$ cat src/prq_pkg.sv
// ----------------------------------------------------------------------------
// prq_pkg
// shared types and codes for the priority ready queue core
// ----------------------------------------------------------------------------
package prq_pkg;

    localparam int TASK_BITS = 4;
    localparam int OUT_CNT_BITS = 5;

    typedef enum logic [1:0] {
        C_HOLD,
        C_INS,
        C_POP,
        C_ROT
    } t_cell_op;

    // per-cell control, driven by the sequencer
    typedef struct packed {
        t_cell_op op;
        logic     in_use;
        logic     tail;
    } t_cell_ctl;

    localparam logic [1:0] CMD_CREATE = 2'd0;
    localparam logic [1:0] CMD_ENQ    = 2'd1;
    localparam logic [1:0] CMD_POP    = 2'd2;
    localparam logic [1:0] CMD_TICK   = 2'd3;

    localparam logic [1:0] ST_OK    = 2'd0;
    localparam logic [1:0] ST_FULL  = 2'd1;
    localparam logic [1:0] ST_EMPTY = 2'd2;

endpackage

$ cat src/prq_cell.sv
// ----------------------------------------------------------------------------
// prq_cell
// one slot of a sorted list: holds key and data, trades with its neighbors
// ----------------------------------------------------------------------------
module prq_cell import prq_pkg::*; #(
    parameter int KEY_BITS  = 8,
    parameter int DATA_BITS = 4
) (
    input  logic                 i_clk,
    input  t_cell_ctl            i_ctl,
    input  logic [KEY_BITS-1:0]  i_new_key,
    input  logic [DATA_BITS-1:0] i_new_data,
    input  logic [KEY_BITS-1:0]  i_left_key,
    input  logic [DATA_BITS-1:0] i_left_data,
    input  logic                 i_left_stay,
    input  logic [KEY_BITS-1:0]  i_right_key,
    input  logic [DATA_BITS-1:0] i_right_data,
    output logic [KEY_BITS-1:0]  o_key,
    output logic [DATA_BITS-1:0] o_data,
    output logic                 o_stay
);

    logic [KEY_BITS-1:0]  r_key, n_key;
    logic [DATA_BITS-1:0] r_data, n_data;

    // entry stays put when it sorts at or before the new item
    assign o_stay = i_ctl.in_use && (r_key <= i_new_key);

    always_comb begin
        n_key  = r_key;
        n_data = r_data;
        unique case (i_ctl.op)
            C_HOLD: begin
            end
            C_INS: begin
                if (!o_stay) begin
                    if (i_left_stay) begin
                        n_key  = i_new_key;
                        n_data = i_new_data;
                    end else begin
                        n_key  = i_left_key;
                        n_data = i_left_data;
                    end
                end
            end
            C_POP, C_ROT: begin
                if (i_ctl.op == C_ROT && i_ctl.tail) begin
                    n_key  = i_new_key;
                    n_data = i_new_data;
                end else begin
                    n_key  = i_right_key;
                    n_data = i_right_data;
                end
            end
            default: begin
            end
        endcase
    end

    always_ff @(posedge i_clk) begin
        r_key  <= n_key;
        r_data <= n_data;
    end

    assign o_key  = r_key;
    assign o_data = r_data;

endmodule

$ cat src/priority_ready_queue_with_arrivals_core.sv
// ----------------------------------------------------------------------------
// priority_ready_queue_with_arrivals_core
// task scheduler with a sorted ready list and a sorted waiting list
// ----------------------------------------------------------------------------
//  channel   signals                                   handshake
//  command   start, busy, i_command .. i_arrival_delay taken on start & !busy
//  result    o_valid, o_head_task .. o_released_count  one-cycle strobe
//  config    i_cfg_valid, o_cfg_ready, i_cfg_data      valid & ready
//
//  create, enqueue and pop go from accept through the report state to the result strobe
//  in a tick the waiting list rotates through
//  its head cell one entry per cycle, set by the single head examine point,
//  and the tick closes once the countdown of entries runs out
//  reset is synchronous, lists come up empty, fallback task is 1
//  results cannot be held off; the strobe lasts one cycle
//  no clearing pass: list contents are only read below the occupancy
// ----------------------------------------------------------------------------
module priority_ready_queue_with_arrivals_core import prq_pkg::*; #(
    parameter int MAX_TASKS  = 16,
    parameter int PRIO_BITS  = 8,
    parameter int DELAY_BITS = 16
) (
    input  logic        i_clk,
    input  logic        i_rst_n,
    input  logic        start,
    output logic        busy,
    input  logic [1:0]  i_command,
    input  logic [3:0]  i_task_id,
    input  logic [7:0]  i_priority_req,
    input  logic [15:0] i_arrival_delay,
    output logic        o_valid,
    output logic [3:0]  o_head_task,
    output logic        o_ready_empty,
    output logic        o_preempt,
    output logic [1:0]  o_status,
    output logic [4:0]  o_ready_count,
    output logic [4:0]  o_waiting_count,
    output logic [4:0]  o_released_count,
    input  logic        i_cfg_valid,
    output logic        o_cfg_ready,
    input  logic [3:0]  i_cfg_data
);

    localparam int CNT_W = $clog2(MAX_TASKS + 1);
    localparam int IDX_W = (MAX_TASKS > 1) ? $clog2(MAX_TASKS) : 1;
    localparam int WD_W  = TASK_BITS + DELAY_BITS;

    typedef enum logic [1:0] {S_IDLE, S_TICK, S_REPORT} t_state;

    t_state r_state, n_state;
    logic [CNT_W-1:0] r_rocc, n_rocc, r_wocc, n_wocc, r_cnt, n_cnt, r_rel, n_rel;
    logic             r_pre, n_pre;
    logic [1:0]       r_status, n_status;
    logic [3:0]       r_fallback, n_fallback;

    // registered result
    logic             r_valid, n_valid;
    logic [3:0]       r_head, n_head;
    logic             r_empty, n_empty;
    logic             r_o_pre, n_o_pre;
    logic [1:0]       r_o_status, n_o_status;
    logic [4:0]       r_o_rc, n_o_rc, r_o_wc, n_o_wc, r_o_rel, n_o_rel;

    // chain wiring
    logic [PRIO_BITS-1:0]  rd_key [MAX_TASKS];
    logic [TASK_BITS-1:0]  rd_id  [MAX_TASKS];
    logic                  rd_stay[MAX_TASKS];
    logic [PRIO_BITS-1:0]  wt_key [MAX_TASKS];
    logic [WD_W-1:0]       wt_data[MAX_TASKS];
    logic                  wt_stay[MAX_TASKS];

    t_cell_op              rd_op, wt_op;
    logic [IDX_W-1:0]      wt_tail;
    logic [PRIO_BITS-1:0]  rd_new_key, wt_new_key;
    logic [TASK_BITS-1:0]  rd_new_id;
    logic [WD_W-1:0]       wt_new_data;

    logic [PRIO_BITS-1:0]  in_key;
    logic [DELAY_BITS-1:0] in_delay;
    logic [DELAY_BITS-1:0] wh_delay, wh_dec;
    logic [TASK_BITS-1:0]  wh_id;
    logic                  rd_full, wt_full;

    assign in_key   = PRIO_BITS'(i_priority_req);
    assign in_delay = DELAY_BITS'(i_arrival_delay);
    assign wh_delay = wt_data[0][DELAY_BITS-1:0];
    assign wh_id    = wt_data[0][WD_W-1:DELAY_BITS];
    // countdown saturates at zero
    assign wh_dec   = (wh_delay != '0) ? wh_delay - 1'b1 : wh_delay;
    assign rd_full  = (r_rocc == CNT_W'(MAX_TASKS));
    assign wt_full  = (r_wocc == CNT_W'(MAX_TASKS));

    // ready and waiting rows
    for (genvar g = 0; g < MAX_TASKS; g++) begin : g_cells
        t_cell_ctl             rc, wc;
        logic [PRIO_BITS-1:0]  rl_key, rr_key, wl_key, wr_key;
        logic [TASK_BITS-1:0]  rl_id, rr_id;
        logic [WD_W-1:0]       wl_data, wr_data;
        logic                  rl_stay, wl_stay;

        assign rc.op     = rd_op;
        assign rc.in_use = (r_rocc > CNT_W'(g));
        assign rc.tail   = 1'b0;
        assign wc.op     = wt_op;
        assign wc.in_use = (r_wocc > CNT_W'(g));
        assign wc.tail   = (wt_tail == IDX_W'(g));

        if (g == 0) begin : g_first
            // head cell: nothing to its left, insert lands here directly
            assign rl_stay = 1'b1;
            assign rl_key  = rd_new_key;
            assign rl_id   = rd_new_id;
            assign wl_stay = 1'b1;
            assign wl_key  = wt_new_key;
            assign wl_data = wt_new_data;
        end else begin : g_mid
            assign rl_stay = rd_stay[g-1];
            assign rl_key  = rd_key[g-1];
            assign rl_id   = rd_id[g-1];
            assign wl_stay = wt_stay[g-1];
            assign wl_key  = wt_key[g-1];
            assign wl_data = wt_data[g-1];
        end

        if (g == MAX_TASKS - 1) begin : g_last
            assign rr_key  = rd_key[g];
            assign rr_id   = rd_id[g];
            assign wr_key  = wt_key[g];
            assign wr_data = wt_data[g];
        end else begin : g_inner
            assign rr_key  = rd_key[g+1];
            assign rr_id   = rd_id[g+1];
            assign wr_key  = wt_key[g+1];
            assign wr_data = wt_data[g+1];
        end

        prq_cell #(.KEY_BITS(PRIO_BITS), .DATA_BITS(TASK_BITS)) u_rd (
            .i_clk       (i_clk),
            .i_ctl       (rc),
            .i_new_key   (rd_new_key),
            .i_new_data  (rd_new_id),
            .i_left_key  (rl_key),
            .i_left_data (rl_id),
            .i_left_stay (rl_stay),
            .i_right_key (rr_key),
            .i_right_data(rr_id),
            .o_key       (rd_key[g]),
            .o_data      (rd_id[g]),
            .o_stay      (rd_stay[g])
        );

        prq_cell #(.KEY_BITS(PRIO_BITS), .DATA_BITS(WD_W)) u_wt (
            .i_clk       (i_clk),
            .i_ctl       (wc),
            .i_new_key   (wt_new_key),
            .i_new_data  (wt_new_data),
            .i_left_key  (wl_key),
            .i_left_data (wl_data),
            .i_left_stay (wl_stay),
            .i_right_key (wr_key),
            .i_right_data(wr_data),
            .o_key       (wt_key[g]),
            .o_data      (wt_data[g]),
            .o_stay      (wt_stay[g])
        );
    end

    // sequencer
    always_comb begin
        n_state    = r_state;
        n_rocc     = r_rocc;
        n_wocc     = r_wocc;
        n_cnt      = r_cnt;
        n_rel      = r_rel;
        n_pre      = r_pre;
        n_status   = r_status;
        n_fallback = r_fallback;
        n_valid    = 1'b0;
        n_head     = r_head;
        n_empty    = r_empty;
        n_o_pre    = r_o_pre;
        n_o_status = r_o_status;
        n_o_rc     = r_o_rc;
        n_o_wc     = r_o_wc;
        n_o_rel    = r_o_rel;

        rd_op       = C_HOLD;
        wt_op       = C_HOLD;
        rd_new_key  = in_key;
        rd_new_id   = i_task_id;
        wt_new_key  = in_key;
        wt_new_data = {i_task_id, in_delay};
        wt_tail     = IDX_W'(r_wocc - 1'b1);

        if (i_cfg_valid) begin
            n_fallback = i_cfg_data;
        end

        unique case (r_state)
            S_IDLE: begin
                if (start) begin
                    n_pre    = 1'b0;
                    n_status = ST_OK;
                    n_rel    = '0;
                    n_state  = S_REPORT;
                    unique case (i_command)
                        CMD_CREATE, CMD_ENQ: begin
                            if (i_command == CMD_ENQ || in_delay == '0) begin
                                if (rd_full) begin
                                    n_status = ST_FULL;
                                end else begin
                                    rd_op  = C_INS;
                                    n_rocc = r_rocc + 1'b1;
                                    n_pre  = !rd_stay[0] && (r_rocc != '0);
                                end
                            end else begin
                                if (wt_full) begin
                                    n_status = ST_FULL;
                                end else begin
                                    wt_op  = C_INS;
                                    n_wocc = r_wocc + 1'b1;
                                end
                            end
                        end
                        CMD_POP: begin
                            if (r_rocc == '0) begin
                                n_status = ST_EMPTY;
                            end else begin
                                rd_op  = C_POP;
                                n_rocc = r_rocc - 1'b1;
                            end
                        end
                        CMD_TICK: begin
                            n_cnt   = r_wocc;
                            n_state = S_TICK;
                        end
                        default: begin
                        end
                    endcase
                end
            end
            S_TICK: begin
                // examine the waiting head, release it or rotate it to the tail
                rd_new_key  = wt_key[0];
                rd_new_id   = wh_id;
                wt_new_key  = wt_key[0];
                wt_new_data = {wh_id, wh_dec};
                if (r_cnt == '0) begin
                    n_state = S_REPORT;
                end else begin
                    n_cnt = r_cnt - 1'b1;
                    if (wh_dec == '0 && !rd_full) begin
                        rd_op  = C_INS;
                        wt_op  = C_POP;
                        n_rocc = r_rocc + 1'b1;
                        n_wocc = r_wocc - 1'b1;
                        n_rel  = r_rel + 1'b1;
                        n_pre  = r_pre || (!rd_stay[0] && (r_rocc != '0));
                    end else begin
                        wt_op = C_ROT;
                        if (wh_dec == '0) begin
                            n_status = ST_FULL;
                        end
                    end
                end
            end
            S_REPORT: begin
                n_valid    = 1'b1;
                n_head     = (r_rocc != '0) ? rd_id[0] : r_fallback;
                n_empty    = (r_rocc == '0);
                n_o_pre    = r_pre;
                n_o_status = r_status;
                n_o_rc     = OUT_CNT_BITS'(r_rocc);
                n_o_wc     = OUT_CNT_BITS'(r_wocc);
                n_o_rel    = OUT_CNT_BITS'(r_rel);
                n_state    = S_IDLE;
            end
            default: begin
                n_state = S_IDLE;
            end
        endcase
    end

    always_ff @(posedge i_clk) begin
        if (!i_rst_n) begin
            r_state    <= S_IDLE;
            r_rocc     <= '0;
            r_wocc     <= '0;
            r_cnt      <= '0;
            r_rel      <= '0;
            r_pre      <= 1'b0;
            r_status   <= ST_OK;
            r_fallback <= 4'd1;
            r_valid    <= 1'b0;
        end else begin
            r_state    <= n_state;
            r_rocc     <= n_rocc;
            r_wocc     <= n_wocc;
            r_cnt      <= n_cnt;
            r_rel      <= n_rel;
            r_pre      <= n_pre;
            r_status   <= n_status;
            r_fallback <= n_fallback;
            r_valid    <= n_valid;
        end
        r_head     <= n_head;
        r_empty    <= n_empty;
        r_o_pre    <= n_o_pre;
        r_o_status <= n_o_status;
        r_o_rc     <= n_o_rc;
        r_o_wc     <= n_o_wc;
        r_o_rel    <= n_o_rel;
    end

    assign busy             = (r_state != S_IDLE);
    assign o_cfg_ready      = 1'b1;
    assign o_valid          = r_valid;
    assign o_head_task      = r_head;
    assign o_ready_empty    = r_empty;
    assign o_preempt        = r_o_pre;
    assign o_status         = r_o_status;
    assign o_ready_count    = r_o_rc;
    assign o_waiting_count  = r_o_wc;
    assign o_released_count = r_o_rel;

endmodule

$ cat config.mk
export PLATFORM = sky130hd
export DESIGN_NAME = priority_ready_queue_with_arrivals_core
export DESIGN_NICKNAME = d
export VERILOG_FILES = /design/src/prq_pkg.sv /design/src/prq_cell.sv /design/src/priority_ready_queue_with_arrivals_core.sv
export SDC_FILE = /design/constraint.sdc
export NUM_CORES = 2
export LEC_CHECK = 0
export ABC_AREA = 0
export BUFFER_PORTS_ARGS = -buffer_cell sky130_fd_sc_hd__buf_2
export CAP_MARGIN = 20
export CORE_MARGIN = 8
export CORE_UTILIZATION = 48
export CTS_CLUSTER_DIAMETER = 150
export DETAILED_ROUTE_END_ITERATION = 12
export GPL_TIMING_DRIVEN = 1
export MAX_ROUTING_LAYER = met4
export PLACE_DENSITY = 0.6
export SYNTH_ARGS = -nofsm -noshare
export SYNTH_HDL_FRONTEND = slang
export SYNTH_SLANG_ARGS = --single-unit
$ cat constraint.sdc
create_clock -name i_clk -period 7.75 [get_ports i_clk]
set_clock_uncertainty 0.05 [all_clocks]
set_input_delay 1.55 -clock i_clk [delete_from_list [all_inputs] [get_ports i_clk]]
set_output_delay 1.55 -clock i_clk [all_outputs]
set_load 0.02 [all_outputs]
==> results.sh <==
export IMPL_postCtsHoldBufs=0
export IMPL_power_switching_w=0.00275
export IMPL_synth_top_family_by_area="compound AO/OA/AOI/OAI gates"
export IMPL_areaGrowthSynthToFinish_pct=10.2
export IMPL_grt_max_degree=229
export IMPL_place_ws_ps=1940
export IMPL_grtUsageMet2=0.356
export IMPL_ir_drop_mv=0.127
export IMPL_globalRouteMet3Util=0.0352
export IMPL_slew_headroom=0.189
export IMPL_hp_start="r_pre"
export IMPL_die_y_um=318
export IMPL_clk_pin_slew_ps=60
export IMPL_ctsResizeCount=0
export IMPL_ys_seq_elements=693
export IMPL_fmax_mhz=173
export IMPL_slew_violations=0
export IMPL_ff2ff_setup_slack_ps=1990
export IMPL_gp_congestion=0.915
export IMPL_start_util=0.485
export IMPL_yosysTopAreaCellShare=0.455
export IMPL_synth_xor_area_share=0.00441
export IMPL_cp_required_ps=8030
export IMPL_synth_cells=4243
export IMPL_hold_viol=0
export IMPL_final_common_cell="edfxtp_1"
export IMPL_htreeDepth=3
export IMPL_p_total_w=0.00992
export IMPL_clkLatencyLatePin_ps=640
export IMPL_fin_ws_ps=1990
export IMPL_synth_top_flop_cell="edfxtp_1"
export IMPL_synth_nets=4553
export IMPL_crit_arrival_ps=6040
export IMPL_period_needed_ps=5760
export IMPL_cts_sinks=693
export IMPL_synth_top_area_cell="edfxtp_1"
export IMPL_worstReg2RegStart="r_state[1]"
export IMPL_yosysWarnings=0
export IMPL_critPathCaptureType="flip-flop"
export IMPL_post_cts_setup_buffers=0
export IMPL_min_to="o_preempt"
export IMPL_placed_cell_area_sq_mm=0.0455
export IMPL_p_seq_frac=0.459
export IMPL_period_share=0.744
export IMPL_wl_per_cell_um=24.7
export IMPL_critPathKind="reg -> reg"
export IMPL_gr_usage_met1=0.398
export IMPL_fp_dieArea_sq_mm=0.101
export IMPL_place_hpwl_um=92100
export IMPL_grt_usage=0.259
export IMPL_synth_area_leaders="edfxtp_1 46%, mux2i_1 10%, ha_1 7.8%, o21ai_0 5.6%, nand2_1 3.8%"
export IMPL_wl_um=133000
export IMPL_num_nets_final=4469
export IMPL_grt_busiest_layer="met1"
export IMPL_grt_pass1_vias=31738
export IMPL_p_int_w=0.00717
export IMPL_antenna_found_initial=1
export IMPL_clk_path_buf_depth=3
export IMPL_yosysSeqAreaShare=0.469
export IMPL_core_sq_mm=0.0901
export IMPL_switching_share=0.277
export IMPL_p_leak_nw=16.8
export IMPL_first_pass_iters=6
export IMPL_layout_common_cells="663 x edfxtp_1, 465 x o21ai_0, 452 x mux2i_1, 435 x nand2_1, 272 x ha_1"
export IMPL_cts_root_buf="clkbuf_16"
export IMPL_portBuffers=62
export IMPL_drive_above_1_share=0.112
export IMPL_grt_pass1_wl_um=202000
export IMPL_numCtsBuffers=80
export IMPL_synthAdderAreaFrac=0.0778
export IMPL_muxShareOfSynthArea=0.111
export IMPL_synth_cell_types=78
export IMPL_min_path_type="reg -> reg"
export IMPL_tightestPinTransition_ps=1210
export IMPL_rsz0062_at_grt="no"
export IMPL_cts_tree="yes"
export IMPL_drcViolationCount=0
export IMPL_outcome="completed"
export IMPL_max_cap_violations=0
export IMPL_io_pins=64
export IMPL_synth_simple_area_share=0.106
export IMPL_hold_path_cell_count=0
export IMPL_setup_violations=0
export IMPL_synth_compound_area_share=0.194
export IMPL_pwr_share_clk=0.376
export IMPL_drt_iter0_drc=3907
export IMPL_rows=110
export IMPL_grt_ovfl_total=0
export IMPL_fillers=7962
export IMPL_synthArstFlopShare=0
export IMPL_syn_area_sq_mm=0.0437
export IMPL_avgSynthCellArea_sq_um=10.3
export IMPL_p_comb_frac=0.165
export IMPL_path_max_fanout=34
export IMPL_power_density_mw_per_mm2=206
export IMPL_postRouteAntennaNets=0
export IMPL_tns_ps=0
export IMPL_rr_endpoint="g_cells[6].u_wt.o_data[6]"
export IMPL_fin_util=0.535
export IMPL_postLayoutCellArea_sq_mm=0.0482
export IMPL_die_w_um=318
export IMPL_vias_per_cell=6.38
export IMPL_startpoint_type="flip-flop"
export IMPL_num_vias=34426
export IMPL_synth_edf_count=663
export IMPL_r2r_cells=15
==> power by group through the flow <==
stage                     Sequential [W]  Clock [W]  Combinational (W)
after global placement           0.00462          0            0.00157
final                            0.00455    0.00373            0.00164
after detailed placement         0.00462          0            0.00160
after CTS                        0.00455    0.00379            0.00161
after floorplan                  0.00456          0            0.00113
after global routing             0.00457    0.00391            0.00180
==> final cells by class <==
class	instances	area, sq um	share of cell area
diodes	3	7.51	0.000156
clock buffers	102	2160	0.0448
clock inverters	41	349	0.00724
inverters	73	274	0.00568
multi-input cells	3121	22000	0.456
flip-flops and latches	693	20500	0.425
well taps	1176	1470	0.0305
repair buffers	190	1430	0.0297
==> worst max path at each step <==
stage,start,to,slack (ps),cells past startpoint
after floorplan,i_priority_req[0],g_cells[4].u_wt.o_data[0],790,13
after global placement,i_priority_req[7],g_cells[6].u_wt.o_data[3],2020,15
after detailed placement,i_priority_req[7],g_cells[6].u_wt.o_data[5],1940,15
after CTS,r_state[1],g_cells[6].u_wt.o_data[6],2060,15
after global routing,r_state[1],g_cells[6].u_wt.o_data[5],1700,17
final,r_state[1],g_cells[6].u_wt.o_data[6],1990,15
==> worst max-delay path, cell delays in order (launching register included) <==
cell      delay (ps)
dfxtp_1          400
nand2b_2         550
buf_4            500
nand2_1          110
nand2_1           80
buf_4            450
inv_2            460
buf_4            410
ha_1             360
o21ai_0          150
a21oi_1           60
o21ai_1          730
nor2_1           450
buf_4            320
a22oi_1          210
o21ai_0          160
==> flip-flops by register name, indices dropped and copies added (netlist names), 64 cells and up <==
name	cells
g_cells.u_rd.o_data	64
g_cells.u_rd.o_key	128
g_cells.u_wt.o_data	320
g_cells.u_wt.o_key	128
==> metal layers <==
| layer | vias up | wire [um] |
|---|---|---|
| met2 | 1552 | 54700 |
| met4 | 0 | 2780 |
| met1 | 16641 | 63900 |
| met3 | 167 | 11900 |
| li1 | 16066 | - |
| met5 | - | 0 |
==> through the flow <==
| stage | std cells | hold WS (ps) |
|---|---|---|
| after floorplan | 4243 | 356 |
| after global placement | 5237 | 368 |
| after detailed placement | 5242 | 375 |
| after CTS | 5385 | 389 |
| after global routing | 5396 | 394 |
| final | 5399 | 391 |
==> cell usage after synthesis, types with 10 or more instances <==
cell,number
buf_1,22
nor2_1,226
a22oi_1,150
nand4_1,32
and3_1,51
clkbuf_1,305
a21oi_1,154
o22ai_1,126
a31o_2,43
nor4_1,12
mux2_2,27
nor2b_1,39
inv_1,66
a211oi_1,24
buf_2,23
a221oi_1,10
ha_1,272
o311ai_0,23
o31ai_1,10
a31oi_1,13
nand2_1,438
dfxtp_1,30
nor3_1,47
o211ai_1,28
nand2b_1,17
nand3b_1,14
nand3_1,89
xor2_1,10
mux2i_1,452
xnor2_1,12
a221o_1,31
or3_1,16
o21a_1,56
edfxtp_1,663
or2_2,22
a21o_1,72
o221ai_1,28
o21ai_0,492
==> logic make-up (layout without fill, tap and decap cells) <==
family | Yosys count | after routing
other cells | 1 | 4
simple gates | 1022 | 1022
buf+inv | 429 | 406
compound gates | 1324 | 1324
mux | 480 | 480
fa+ha+maj | 272 | 272
xor+xnor | 22 | 22
flops | 693 | 693
Power figures use the tool's default switching activity.
